File: src/rtl/core/opa_pkg.sv
// shared types, constants and helper functions of the operator probability adapter
`timescale 1ns / 1ps

package opa_pkg;

    localparam int MaxOps  = 8;
    localparam int OpW     = $clog2(MaxOps);
    localparam int NumW    = $clog2(MaxOps + 1);
    localparam int ProbW   = 17;
    localparam int SumW    = 48;
    localparam int CntW    = 16;
    localparam int FitW    = 32;
    localparam int GenW    = 16;
    localparam int CfgW    = 17;
    localparam int CfgIdxW = 2;
    localparam int GainW   = ProbW + OpW;
    localparam int DvsW    = GenW + NumW;
    localparam int DivQW   = ProbW + 1;
    localparam int HalfW   = SumW / 2;
    localparam int MulW    = HalfW + 1 + CntW + 1;
    localparam int FullW   = MulW + HalfW;
    localparam int InW     = OpW + FitW;
    localparam int OutW    = OpW + ProbW + OpW;

    localparam int OneQ16Int = 65536;
    localparam logic [ProbW-1:0] OneQ16   = ProbW'(OneQ16Int);
    localparam logic [CntW-1:0]  CountMax = '1;
    localparam logic [DivQW-1:0] PenNumer = DivQW'(2 * OneQ16Int);
    localparam logic [SumW-1:0]  SumMax   = {1'b0, {(SumW - 1){1'b1}}};
    localparam logic [SumW-1:0]  SumMin   = {1'b1, {(SumW - 1){1'b0}}};

    localparam logic [NumW-1:0]  ResetOps  = NumW'(5);
    localparam logic [GenW-1:0]  ResetGens = GenW'(100);

    typedef enum logic [CfgIdxW-1:0] {
        CFG_NUM_OPERATORS   = 2'd0,
        CFG_NUM_GENERATIONS = 2'd1,
        CFG_PROB_FLOOR      = 2'd2
    } cfg_idx_t;

    typedef struct packed {
        logic accum;
        logic search_init;
        logic idx_clr;
        logic idx_inc;
        logic take;
        logic mul_lo;
        logic mul_hi;
        logic mul_sum;
        logic compare;
        logic div_start;
        logic pen_init;
        logic pen_step;
        logic win_update;
        logic clear_acc;
        logic emit_load;
    } opa_cmd_t;

    typedef struct packed {
        logic cur_used;
        logic idx_last;
        logic found;
        logic div_done;
        logic out_free;
    } opa_stat_t;

    function automatic logic [NumW-1:0] clamp_ops(input logic [NumW-1:0] v);
        logic [NumW-1:0] r;
        r = v;
        if (v < NumW'(2)) begin
            r = NumW'(2);
        end else if (v > NumW'(MaxOps)) begin
            r = NumW'(MaxOps);
        end
        return r;
    endfunction

    function automatic logic [ProbW-1:0] equal_share(input logic [NumW-1:0] n);
        logic [ProbW-1:0] r;
        case (n)
            NumW'(2): r = ProbW'(OneQ16Int / 2);
            NumW'(3): r = ProbW'(OneQ16Int / 3);
            NumW'(4): r = ProbW'(OneQ16Int / 4);
            NumW'(5): r = ProbW'(OneQ16Int / 5);
            NumW'(6): r = ProbW'(OneQ16Int / 6);
            NumW'(7): r = ProbW'(OneQ16Int / 7);
            NumW'(8): r = ProbW'(OneQ16Int / 8);
            default:  r = '0;
        endcase
        return r;
    endfunction

endpackage

File: src/rtl/core/opa_div.sv
// restoring divider computing the per-generation penalty from the run length and the operator count
`timescale 1ns / 1ps

module opa_div
    import opa_pkg::*;
(
    input  logic             aclk,
    input  logic             aresetn,
    input  logic             start,
    input  logic [DvsW-1:0]  divisor,
    output logic             done,
    output logic [ProbW-1:0] quotient
);

    localparam int StepW = $clog2(DivQW);

    logic              busy_reg;
    logic              done_reg;
    logic [StepW-1:0]  step_reg;
    logic [DivQW-1:0]  dq_reg;
    logic [DvsW-1:0]   rem_reg;
    logic [DvsW-1:0]   dvs_reg;

    logic [DvsW:0]     trial;
    logic              ge;
    logic [DvsW:0]     diff;

    assign trial = {rem_reg, dq_reg[DivQW-1]};
    assign ge    = trial >= {1'b0, dvs_reg};
    assign diff  = trial - {1'b0, dvs_reg};

    always_ff @(posedge aclk) begin
        if (!aresetn) begin
            busy_reg <= 1'b0;
            done_reg <= 1'b0;
            step_reg <= '0;
        end else begin
            done_reg <= 1'b0;
            if (start) begin
                busy_reg <= 1'b1;
                step_reg <= '0;
            end else if (busy_reg) begin
                if (step_reg == StepW'(DivQW - 1)) begin
                    busy_reg <= 1'b0;
                    done_reg <= 1'b1;
                end else begin
                    step_reg <= step_reg + StepW'(1);
                end
            end
        end
    end

    always_ff @(posedge aclk) begin
        if (start) begin
            dq_reg  <= PenNumer;
            rem_reg <= '0;
            dvs_reg <= divisor;
        end else if (busy_reg) begin
            rem_reg <= ge ? diff[DvsW-1:0] : trial[DvsW-1:0];
            dq_reg  <= {dq_reg[DivQW-2:0], ge};
        end
    end

    assign done     = done_reg;
    assign quotient = dq_reg[ProbW-1:0];

endmodule

File: src/rtl/core/opa_dpath.sv
// datapath: config registers, per-operator accumulators, mean compare, penalty update, output
`timescale 1ns / 1ps

module opa_dpath
    import opa_pkg::*;
(
    input  logic               aclk,
    input  logic               aresetn,
    input  logic               cfg_wr_en,
    input  logic [CfgIdxW-1:0] cfg_index,
    input  logic [CfgW-1:0]    cfg_wdata,
    input  logic [InW-1:0]     in_data,
    input  opa_cmd_t           cmd,
    output opa_stat_t          stat,
    output logic               m_tvalid,
    input  logic               m_tready,
    output logic [OutW:0]      m_tdata,
    output logic               m_tlast
);

    logic [NumW-1:0]         num_ops_reg;
    logic [GenW-1:0]         num_gens_reg;
    logic [ProbW-1:0]        floor_reg;

    logic [ProbW-1:0]        prob_reg [MaxOps];
    logic [SumW-1:0]         sum_reg  [MaxOps];
    logic [CntW-1:0]         cnt_reg  [MaxOps];

    logic [OpW-1:0]          idx_reg;
    logic                    found_reg;
    logic [OpW-1:0]          win_idx_reg;
    logic [SumW-1:0]         win_sum_reg;
    logic [CntW-1:0]         win_cnt_reg;
    logic signed [MulW-1:0]  prod_lo_a_reg, prod_lo_b_reg;
    logic signed [MulW-1:0]  prod_hi_a_reg, prod_hi_b_reg;
    logic signed [FullW-1:0] full_a_reg, full_b_reg;
    logic [GainW-1:0]        gained_reg;

    logic                    m_valid_reg;
    logic [OpW-1:0]          out_op_reg;
    logic [ProbW-1:0]        out_prob_reg;
    logic [OpW-1:0]          out_win_reg;
    logic                    out_last_reg;

    logic [OpW-1:0]          op_in;
    logic [FitW-1:0]         fit_in;
    logic [NumW-1:0]         n_act;
    logic [NumW-1:0]         cfg_n;
    logic [OpW-1:0]          acc_addr;
    logic [OpW-1:0]          prob_addr;
    logic [SumW-1:0]         sum_rd;
    logic [CntW-1:0]         cnt_rd;
    logic [ProbW-1:0]        prob_rd;
    logic [SumW:0]           sum_ext;
    logic [SumW-1:0]         sum_sat;
    logic                    acc_ok;
    logic [HalfW:0]          a_op, b_op;
    logic signed [MulW-1:0]  mul_a, mul_b;
    logic signed [FullW-1:0] full_a, full_b;
    logic                    greater;
    logic [GenW-1:0]         gens_eff;
    logic [DvsW-1:0]         divisor;
    logic                    div_done;
    logic [ProbW-1:0]        penalty;
    logic [ProbW-1:0]        floor_q;
    logic [ProbW-1:0]        above;
    logic [GainW:0]          win_sum;
    logic                    out_free;

    assign op_in  = in_data[OpW-1:0];
    assign fit_in = in_data[InW-1:OpW];
    assign n_act  = clamp_ops(num_ops_reg);
    assign cfg_n  = clamp_ops(cfg_wdata[NumW-1:0]);

    // one read port per store, address picked by the current step
    assign acc_addr  = cmd.accum ? op_in : idx_reg;
    assign prob_addr = cmd.win_update ? win_idx_reg : idx_reg;
    assign sum_rd    = sum_reg[acc_addr];
    assign cnt_rd    = cnt_reg[acc_addr];
    assign prob_rd   = prob_reg[prob_addr];

    assign sum_ext = {sum_rd[SumW-1], sum_rd} + {{(SumW + 1 - FitW){fit_in[FitW-1]}}, fit_in};
    assign sum_sat = (sum_ext[SumW] != sum_ext[SumW-1]) ?
                     (sum_ext[SumW] ? SumMin : SumMax) : sum_ext[SumW-1:0];
    assign acc_ok  = ({1'b0, op_in} < n_act) && (cnt_rd != CountMax);

    // cross products of the means, split in two halves of the sum
    assign a_op  = cmd.mul_hi ? {sum_rd[SumW-1], sum_rd[SumW-1:HalfW]}
                              : {1'b0, sum_rd[HalfW-1:0]};
    assign b_op  = cmd.mul_hi ? {win_sum_reg[SumW-1], win_sum_reg[SumW-1:HalfW]}
                              : {1'b0, win_sum_reg[HalfW-1:0]};
    assign mul_a = $signed(a_op) * $signed({1'b0, win_cnt_reg});
    assign mul_b = $signed(b_op) * $signed({1'b0, cnt_rd});

    assign full_a  = $signed({prod_hi_a_reg, {HalfW{1'b0}}})
                   + $signed({{HalfW{prod_lo_a_reg[MulW-1]}}, prod_lo_a_reg});
    assign full_b  = $signed({prod_hi_b_reg, {HalfW{1'b0}}})
                   + $signed({{HalfW{prod_lo_b_reg[MulW-1]}}, prod_lo_b_reg});
    assign greater = full_a_reg > full_b_reg;

    assign gens_eff = (num_gens_reg == '0) ? GenW'(1) : num_gens_reg;
    assign divisor  = gens_eff * n_act;
    assign floor_q  = (floor_reg > OneQ16) ? OneQ16 : floor_reg;
    assign above    = prob_rd - floor_q;
    assign win_sum  = {{(GainW + 1 - ProbW){1'b0}}, prob_rd} + {1'b0, gained_reg};

    opa_div u_div (
        .aclk     (aclk),
        .aresetn  (aresetn),
        .start    (cmd.div_start),
        .divisor  (divisor),
        .done     (div_done),
        .quotient (penalty)
    );

    always_ff @(posedge aclk) begin
        if (!aresetn) begin
            num_ops_reg  <= ResetOps;
            num_gens_reg <= ResetGens;
            floor_reg    <= '0;
            for (int i = 0; i < MaxOps; i++) begin
                prob_reg[i] <= (i < int'(ResetOps)) ? equal_share(ResetOps) : '0;
                sum_reg[i]  <= '0;
                cnt_reg[i]  <= '0;
            end
            idx_reg     <= '0;
            found_reg   <= 1'b0;
            win_idx_reg <= '0;
            gained_reg  <= '0;
        end else begin
            if (cfg_wr_en) begin
                if (cfg_index == CFG_NUM_OPERATORS) begin
                    num_ops_reg <= cfg_wdata[NumW-1:0];
                    found_reg   <= 1'b0;
                    for (int i = 0; i < MaxOps; i++) begin
                        prob_reg[i] <= (i < int'(cfg_n)) ? equal_share(cfg_n) : '0;
                        sum_reg[i]  <= '0;
                        cnt_reg[i]  <= '0;
                    end
                end else if (cfg_index == CFG_NUM_GENERATIONS) begin
                    num_gens_reg <= cfg_wdata[GenW-1:0];
                end else if (cfg_index == CFG_PROB_FLOOR) begin
                    floor_reg <= cfg_wdata[ProbW-1:0];
                end
            end

            if (cmd.accum && acc_ok) begin
                sum_reg[op_in] <= sum_sat;
                cnt_reg[op_in] <= cnt_rd + CntW'(1);
            end
            if (cmd.clear_acc) begin
                for (int i = 0; i < MaxOps; i++) begin
                    sum_reg[i] <= '0;
                    cnt_reg[i] <= '0;
                end
            end

            if (cmd.idx_clr) begin
                idx_reg <= '0;
            end else if (cmd.idx_inc) begin
                idx_reg <= idx_reg + OpW'(1);
            end

            if (cmd.search_init) begin
                found_reg   <= 1'b0;
                win_idx_reg <= '0;
            end
            if (cmd.take || (cmd.compare && greater)) begin
                found_reg   <= 1'b1;
                win_idx_reg <= idx_reg;
            end

            if (cmd.pen_init) begin
                gained_reg <= '0;
            end
            if (cmd.pen_step && (idx_reg != win_idx_reg) && (prob_rd > floor_q)) begin
                if (above < penalty) begin
                    prob_reg[idx_reg] <= floor_q;
                    gained_reg        <= gained_reg + GainW'(above);
                end else begin
                    prob_reg[idx_reg] <= prob_rd - penalty;
                    gained_reg        <= gained_reg + GainW'(penalty);
                end
            end
            if (cmd.win_update) begin
                prob_reg[win_idx_reg] <= (win_sum > (GainW + 1)'(OneQ16)) ?
                                         OneQ16 : win_sum[ProbW-1:0];
            end
        end
    end

    always_ff @(posedge aclk) begin
        if (cmd.take || (cmd.compare && greater)) begin
            win_sum_reg <= sum_rd;
            win_cnt_reg <= cnt_rd;
        end
        if (cmd.mul_lo) begin
            prod_lo_a_reg <= mul_a;
            prod_lo_b_reg <= mul_b;
        end
        if (cmd.mul_hi) begin
            prod_hi_a_reg <= mul_a;
            prod_hi_b_reg <= mul_b;
        end
        if (cmd.mul_sum) begin
            full_a_reg <= full_a;
            full_b_reg <= full_b;
        end
    end

    // output register
    assign out_free = !m_valid_reg || m_tready;

    always_ff @(posedge aclk) begin
        if (!aresetn) begin
            m_valid_reg <= 1'b0;
        end else if (cmd.emit_load) begin
            m_valid_reg <= 1'b1;
        end else if (m_tready) begin
            m_valid_reg <= 1'b0;
        end
    end

    always_ff @(posedge aclk) begin
        if (cmd.emit_load) begin
            out_op_reg   <= idx_reg;
            out_prob_reg <= prob_rd;
            out_win_reg  <= win_idx_reg;
            out_last_reg <= stat.idx_last;
        end
    end

    assign stat.cur_used = cnt_rd != '0;
    assign stat.idx_last = idx_reg == OpW'(n_act - NumW'(1));
    assign stat.found    = found_reg;
    assign stat.div_done = div_done;
    assign stat.out_free = out_free;

    assign m_tvalid = m_valid_reg;
    assign m_tdata  = {1'b0, out_win_reg, out_prob_reg, out_op_reg};
    assign m_tlast  = out_last_reg;

`ifndef NO_ASSERTIONS
    a_found_has_uses: assert property (@(posedge aclk) disable iff (!aresetn)
        found_reg |-> win_cnt_reg != '0)
        else $error("winner recorded with no uses");

    a_winner_in_range: assert property (@(posedge aclk) disable iff (!aresetn)
        found_reg |-> {1'b0, win_idx_reg} < n_act)
        else $error("winner index beyond active operators");

    a_prob_bounded: assert property (@(posedge aclk) disable iff (!aresetn)
        m_valid_reg |-> out_prob_reg <= OneQ16)
        else $error("probability above one");
`endif

endmodule

File: src/rtl/core/opa_ctrl.sv
// controller: sequences accumulate, winner search, penalty division, update and result output
`timescale 1ns / 1ps

module opa_ctrl
    import opa_pkg::*;
(
    input  logic      aclk,
    input  logic      aresetn,
    input  logic      s_tvalid,
    input  logic      s_tlast,
    output logic      s_tready,
    input  opa_stat_t stat,
    output opa_cmd_t  cmd
);

    typedef enum logic [9:0] {
        S_IDLE = 10'b0000000001,
        S_SCAN = 10'b0000000010,
        S_MLO  = 10'b0000000100,
        S_MHI  = 10'b0000001000,
        S_MSUM = 10'b0000010000,
        S_MCMP = 10'b0000100000,
        S_DIV  = 10'b0001000000,
        S_PEN  = 10'b0010000000,
        S_WIN  = 10'b0100000000,
        S_EMIT = 10'b1000000000
    } state_t;

    state_t state_reg, state_next;

    always_ff @(posedge aclk) begin
        if (!aresetn) begin
            state_reg <= S_IDLE;
        end else begin
            state_reg <= state_next;
        end
    end

    always_comb begin
        state_next = state_reg;
        cmd        = '0;
        s_tready   = 1'b0;
        case (state_reg)
            S_IDLE: begin
                s_tready = 1'b1;
                if (s_tvalid) begin
                    cmd.accum = 1'b1;
                    if (s_tlast) begin
                        cmd.search_init = 1'b1;
                        cmd.idx_clr     = 1'b1;
                        state_next      = S_SCAN;
                    end
                end
            end
            S_SCAN: begin
                if (stat.cur_used && stat.found) begin
                    state_next = S_MLO;
                end else begin
                    cmd.take = stat.cur_used;
                    if (stat.idx_last) begin
                        if (stat.cur_used || stat.found) begin
                            cmd.div_start = 1'b1;
                            state_next    = S_DIV;
                        end else begin
                            cmd.clear_acc = 1'b1;
                            cmd.idx_clr   = 1'b1;
                            state_next    = S_EMIT;
                        end
                    end else begin
                        cmd.idx_inc = 1'b1;
                    end
                end
            end
            S_MLO: begin
                cmd.mul_lo = 1'b1;
                state_next = S_MHI;
            end
            S_MHI: begin
                cmd.mul_hi = 1'b1;
                state_next = S_MSUM;
            end
            S_MSUM: begin
                cmd.mul_sum = 1'b1;
                state_next  = S_MCMP;
            end
            S_MCMP: begin
                cmd.compare = 1'b1;
                if (stat.idx_last) begin
                    cmd.div_start = 1'b1;
                    state_next    = S_DIV;
                end else begin
                    cmd.idx_inc = 1'b1;
                    state_next  = S_SCAN;
                end
            end
            S_DIV: begin
                if (stat.div_done) begin
                    cmd.pen_init = 1'b1;
                    cmd.idx_clr  = 1'b1;
                    state_next   = S_PEN;
                end
            end
            S_PEN: begin
                cmd.pen_step = 1'b1;
                if (stat.idx_last) begin
                    state_next = S_WIN;
                end else begin
                    cmd.idx_inc = 1'b1;
                end
            end
            S_WIN: begin
                cmd.win_update = 1'b1;
                cmd.clear_acc  = 1'b1;
                cmd.idx_clr    = 1'b1;
                state_next     = S_EMIT;
            end
            S_EMIT: begin
                if (stat.out_free) begin
                    cmd.emit_load = 1'b1;
                    if (stat.idx_last) begin
                        state_next = S_IDLE;
                    end else begin
                        cmd.idx_inc = 1'b1;
                    end
                end
            end
            default: begin
                state_next = S_IDLE;
            end
        endcase
    end

endmodule

File: src/rtl/core/operator_probability_adapter.sv
// Operator probability adapter: one item per individual carries the operator it used and
// its fitness. An item that is not marked last is accumulated into that operator's fitness
// sum and use count, so such items stream at one per clock. The item
// marked last starts the generation update, during which no item is taken: the winner
// search visits each of the n active operators, and for every used one after the first
// runs two half-width multiply passes, a sum and a compare of the cross products
// sum_i*count_w against sum_w*count_i; if any operator was used, the penalty
// 2/(generations*n) then comes from a restoring divider in 18 shift steps, is applied to
// each active operator but the winner in turn, and the winner is credited with what the
// others gave; if none was used, the probabilities stay. Then n results leave through the
// output register, one per cycle while the sink takes them. Writing num_operators resets
// the active probabilities to the equal share, zeroes the rest and clears the accumulators.
`timescale 1ns / 1ps

module operator_probability_adapter
    import opa_pkg::*;
(
    input  logic               aclk,
    input  logic               aresetn,
    input  logic               cfg_wr_en,
    input  logic [CfgIdxW-1:0] cfg_index,
    input  logic [CfgW-1:0]    cfg_wdata,
    input  logic               s_tvalid,
    output logic               s_tready,
    input  logic [39:0]        s_tdata,   // operator_index, fitness
    input  logic               s_tlast,   // last_item
    output logic               m_tvalid,
    input  logic               m_tready,
    output logic [23:0]        m_tdata,   // result_operator, probability, winner_index
    output logic               m_tlast    // last_result
);

    opa_cmd_t  cmd;
    opa_stat_t stat;

    opa_ctrl u_ctrl (
        .aclk     (aclk),
        .aresetn  (aresetn),
        .s_tvalid (s_tvalid),
        .s_tlast  (s_tlast),
        .s_tready (s_tready),
        .stat     (stat),
        .cmd      (cmd)
    );

    opa_dpath u_dpath (
        .aclk      (aclk),
        .aresetn   (aresetn),
        .cfg_wr_en (cfg_wr_en),
        .cfg_index (cfg_index),
        .cfg_wdata (cfg_wdata),
        .in_data   (s_tdata[InW-1:0]),
        .cmd       (cmd),
        .stat      (stat),
        .m_tvalid  (m_tvalid),
        .m_tready  (m_tready),
        .m_tdata   (m_tdata),
        .m_tlast   (m_tlast)
    );

endmodule

File: config.mk
export PLATFORM = sky130hd
export DESIGN_NAME = operator_probability_adapter
export DESIGN_NICKNAME = d
export VERILOG_FILES = /design/src/rtl/core/opa_pkg.sv /design/src/rtl/core/opa_div.sv /design/src/rtl/core/opa_dpath.sv /design/src/rtl/core/opa_ctrl.sv /design/src/rtl/core/operator_probability_adapter.sv
export SDC_FILE = /design/constraint.sdc
export NUM_CORES = 2
export LEC_CHECK = 0
export ABC_AREA = 1
export BUFFER_PORTS_ARGS = -buffer_cell sky130_fd_sc_hd__clkbuf_2
export CORE_ASPECT_RATIO = 1.2
export CORE_MARGIN = 2
export CORE_UTILIZATION = 55
export DETAILED_ROUTE_END_ITERATION = 10
export PLACE_DENSITY = 0.68
export SYNTH_ARGS = -nofsm -noshare
export SYNTH_HDL_FRONTEND = slang
export SYNTH_HIERARCHICAL = 1
export SYNTH_SLANG_ARGS = --single-unit
File: constraint.sdc
create_clock -name aclk -period 29.9 [get_ports aclk]
set_input_delay 5.98 -clock aclk [delete_from_list [all_inputs] [get_ports aclk]]
set_output_delay 5.98 -clock aclk [all_outputs]
set_load 0.03 [all_outputs]
==> metrics <==
Synth Register Bits 1176; Crit path largest cell delay 0.89 ns; period utilisation layout 54.1%; post-cts hold buffer count 0; RSZ-0062 raised after global routing no; routed vias/inst 5.74; area grow syn2layout 6.29%; Worst Path Buf+Inv 12; crit-path max FO 101; CTS sink cnt 1176; grt ovf 0; Total Die Area 183000 um^2; CP endpoint kind flop; cell taking the most area after synthesis edfxtp_1; Mapped Nets around 13000; Nets 13100; Synth cell types 67; Post-synth EDFFs between 1000 and 1500; drt first-iter violations 7359; Required @ worst endpoint between 30 and 40 ns; FP Rows between 150 and 200; core area 178000 um^2; routed wire length around 310000 um; Commonest cells post-synth nand2_1, inv_1, nor2_1, edfxtp_1, fa_1; share of cells above drive strength 1 under 10%; max-slew violations 0; worst-skew pair later-pin latency 0.83 ns; share of the synthesized area in the top cell type between 30 and 40%; Die Span Y 468 um; most used cell, CP inv_1; family with the most delay on the worst path buffers and inverters; max reg flops around 380; Clock Tree Root clkbuf_16; Die X 391 um; Max stage delay cell, worst path buf_4; Max-Cap Viols 0; Synth Instances roughly 12000; io pins 92; status complete, no violations; global-route wire length before repair 472000 um; actual slew at the worst max-slew pin 1.28 ns; RD Place Congestion 0.970; worst min-delay path category reg2reg; DRC 0; CTS max path bufs 3; relative slew slack 14.6%; Most used DFF post-synth edfxtp_1; pin count of the biggest net entering global routing 105; minimum clock period 16.16 ns; TNS Setup 0 ns; Peak Freq 61.9 MHz; skew final between 0.1 and 0.15 ns; initial antenna violation count 13; CTS tree done; cts repair resizes 0; GR Util All Layers 33.9%; Startpoint Class primary input; Num CTS Buffers 119; Async SR Flop Fraction 0%; endpoints failing hold 0; vias 80800; IO Port Bufs 85; critical path class in2reg; Clock transition at path regs 0.06 ns; detailed placement HPWL 230000 um; sequential area share after synthesis 34.6%; synth top area cells edfxtp_1, fa_1, nand2_1; vias in the first global route 80800; count leader, synth nand2_1; Critical Path AT 16.65 ns; antenna-violating nets left 0; drt first pass iters 8; final setup fails 0; drt wl/cell 22.0 um; Initial Utilization 55.3%; Syn Std Cell Area 98600 um^2; htree depth 3; Synth Area per Inst 8.39 um^2; post-CTS setup buffers 0; yosys warns 6
==> final timing paths <==
check	start	end	slack [ns]	depth (start not counted)
min reg2reg	u_dpath/prod_lo_a_reg[0]$_DFFE_PP_	u_dpath/full_a_reg[0]$_DFFE_PP_	0.39	0
max	s_tvalid	u_dpath/prod_lo_a_reg[40]$_DFFE_PP_	13.74	36
max reg2reg	u_ctrl/state_reg[9]$_SDFFE_PN0P_	u_dpath/prod_lo_a_reg[40]$_DFFE_PP_	17.85	38
min	u_dpath/prod_lo_a_reg[0]$_DFFE_PP_	u_dpath/full_a_reg[0]$_DFFE_PP_	0.39	0
==> worst reg2reg max path: cells and delay by family (launching register included) <==
family / cells / cell delay (ns)
compound gates: 2 / 0.99
xor+xnor: 1 / 0.50
fa+ha+maj: 7 / 2.83
buf+inv: 11 / 3.13
flops: 1 / 0.33
simple gates: 17 / 4.02
==> placed cells by master (no fill, tap or decap), drive strengths merged, types with 17 or more instances in the layout <==
cell type  instances
a21o              35
a21oi            586
a221oi            28
a31oi             75
a32o              39
buf              128
clkbuf           229
clkinv            65
dfxtp            120
edfxtp          1056
fa               818
ha               541
inv             2066
nand2           2566
nand3            585
nand4            203
nor2            1502
nor3              67
nor4              21
o211ai            31
o21a              17
o21ai            483
o21bai            39
o22ai             36
or2               61
xnor2            101
xor2             163
==> per-layer routing <==
layer	part of all wire (%)	global-route usage, %
met3	7.6	4.48
met5	0.023	0
met2	48	56.9
met1	40	43.6
met4	5.1	16.1
==> kinds of logic after synthesis <==
kind of cell | Yosys count | share of synthesized area (%)
AND/OR/NAND/NOR | 5040 | 21.2
buffers and inverters | 2508 | 10.3
AO/OA/AOI/OAI | 1410 | 8.08
adder cells (fa/ha/maj) | 1359 | 23.5
flip-flops | 1176 | 34.6
XOR/XNOR | 264 | 2.35
other | 1 | 0.00380
==> layout make-up <==
class	instances	area, um^2
multi-input cells	8074	54600
inverters	2078	7800
flip-flops and latches	1176	34100
clock inverters	77	918
well taps	2322	2910
repair buffers	213	1390
diodes	3	7.51
fillers	16000	73600
clock buffers	144	3090
==> metrics by stage <==
| stage | cells | setup WS (ns) | cell area (um^2) | util, % | hold WS [ns] |
|---|---|---|---|---|---|
| after floorplan | 11800 | 17.11 | 98600 | - | 0.400 |
| after global placement | 13900 | 13.13 | 101000 | 56.5 | 0.404 |
| after detailed placement | 13900 | 13.05 | 101000 | 56.5 | 0.405 |
| after CTS | 14100 | 13.85 | 105000 | 58.7 | 0.373 |
| after global routing | 14100 | 13.21 | 105000 | 58.7 | 0.381 |
| final | 14100 | 13.74 | 105000 | 58.8 | 0.387 |
Power is not shown: default switching activity piles up to over one toggle a cycle in this logic, so the estimate is an artifact.
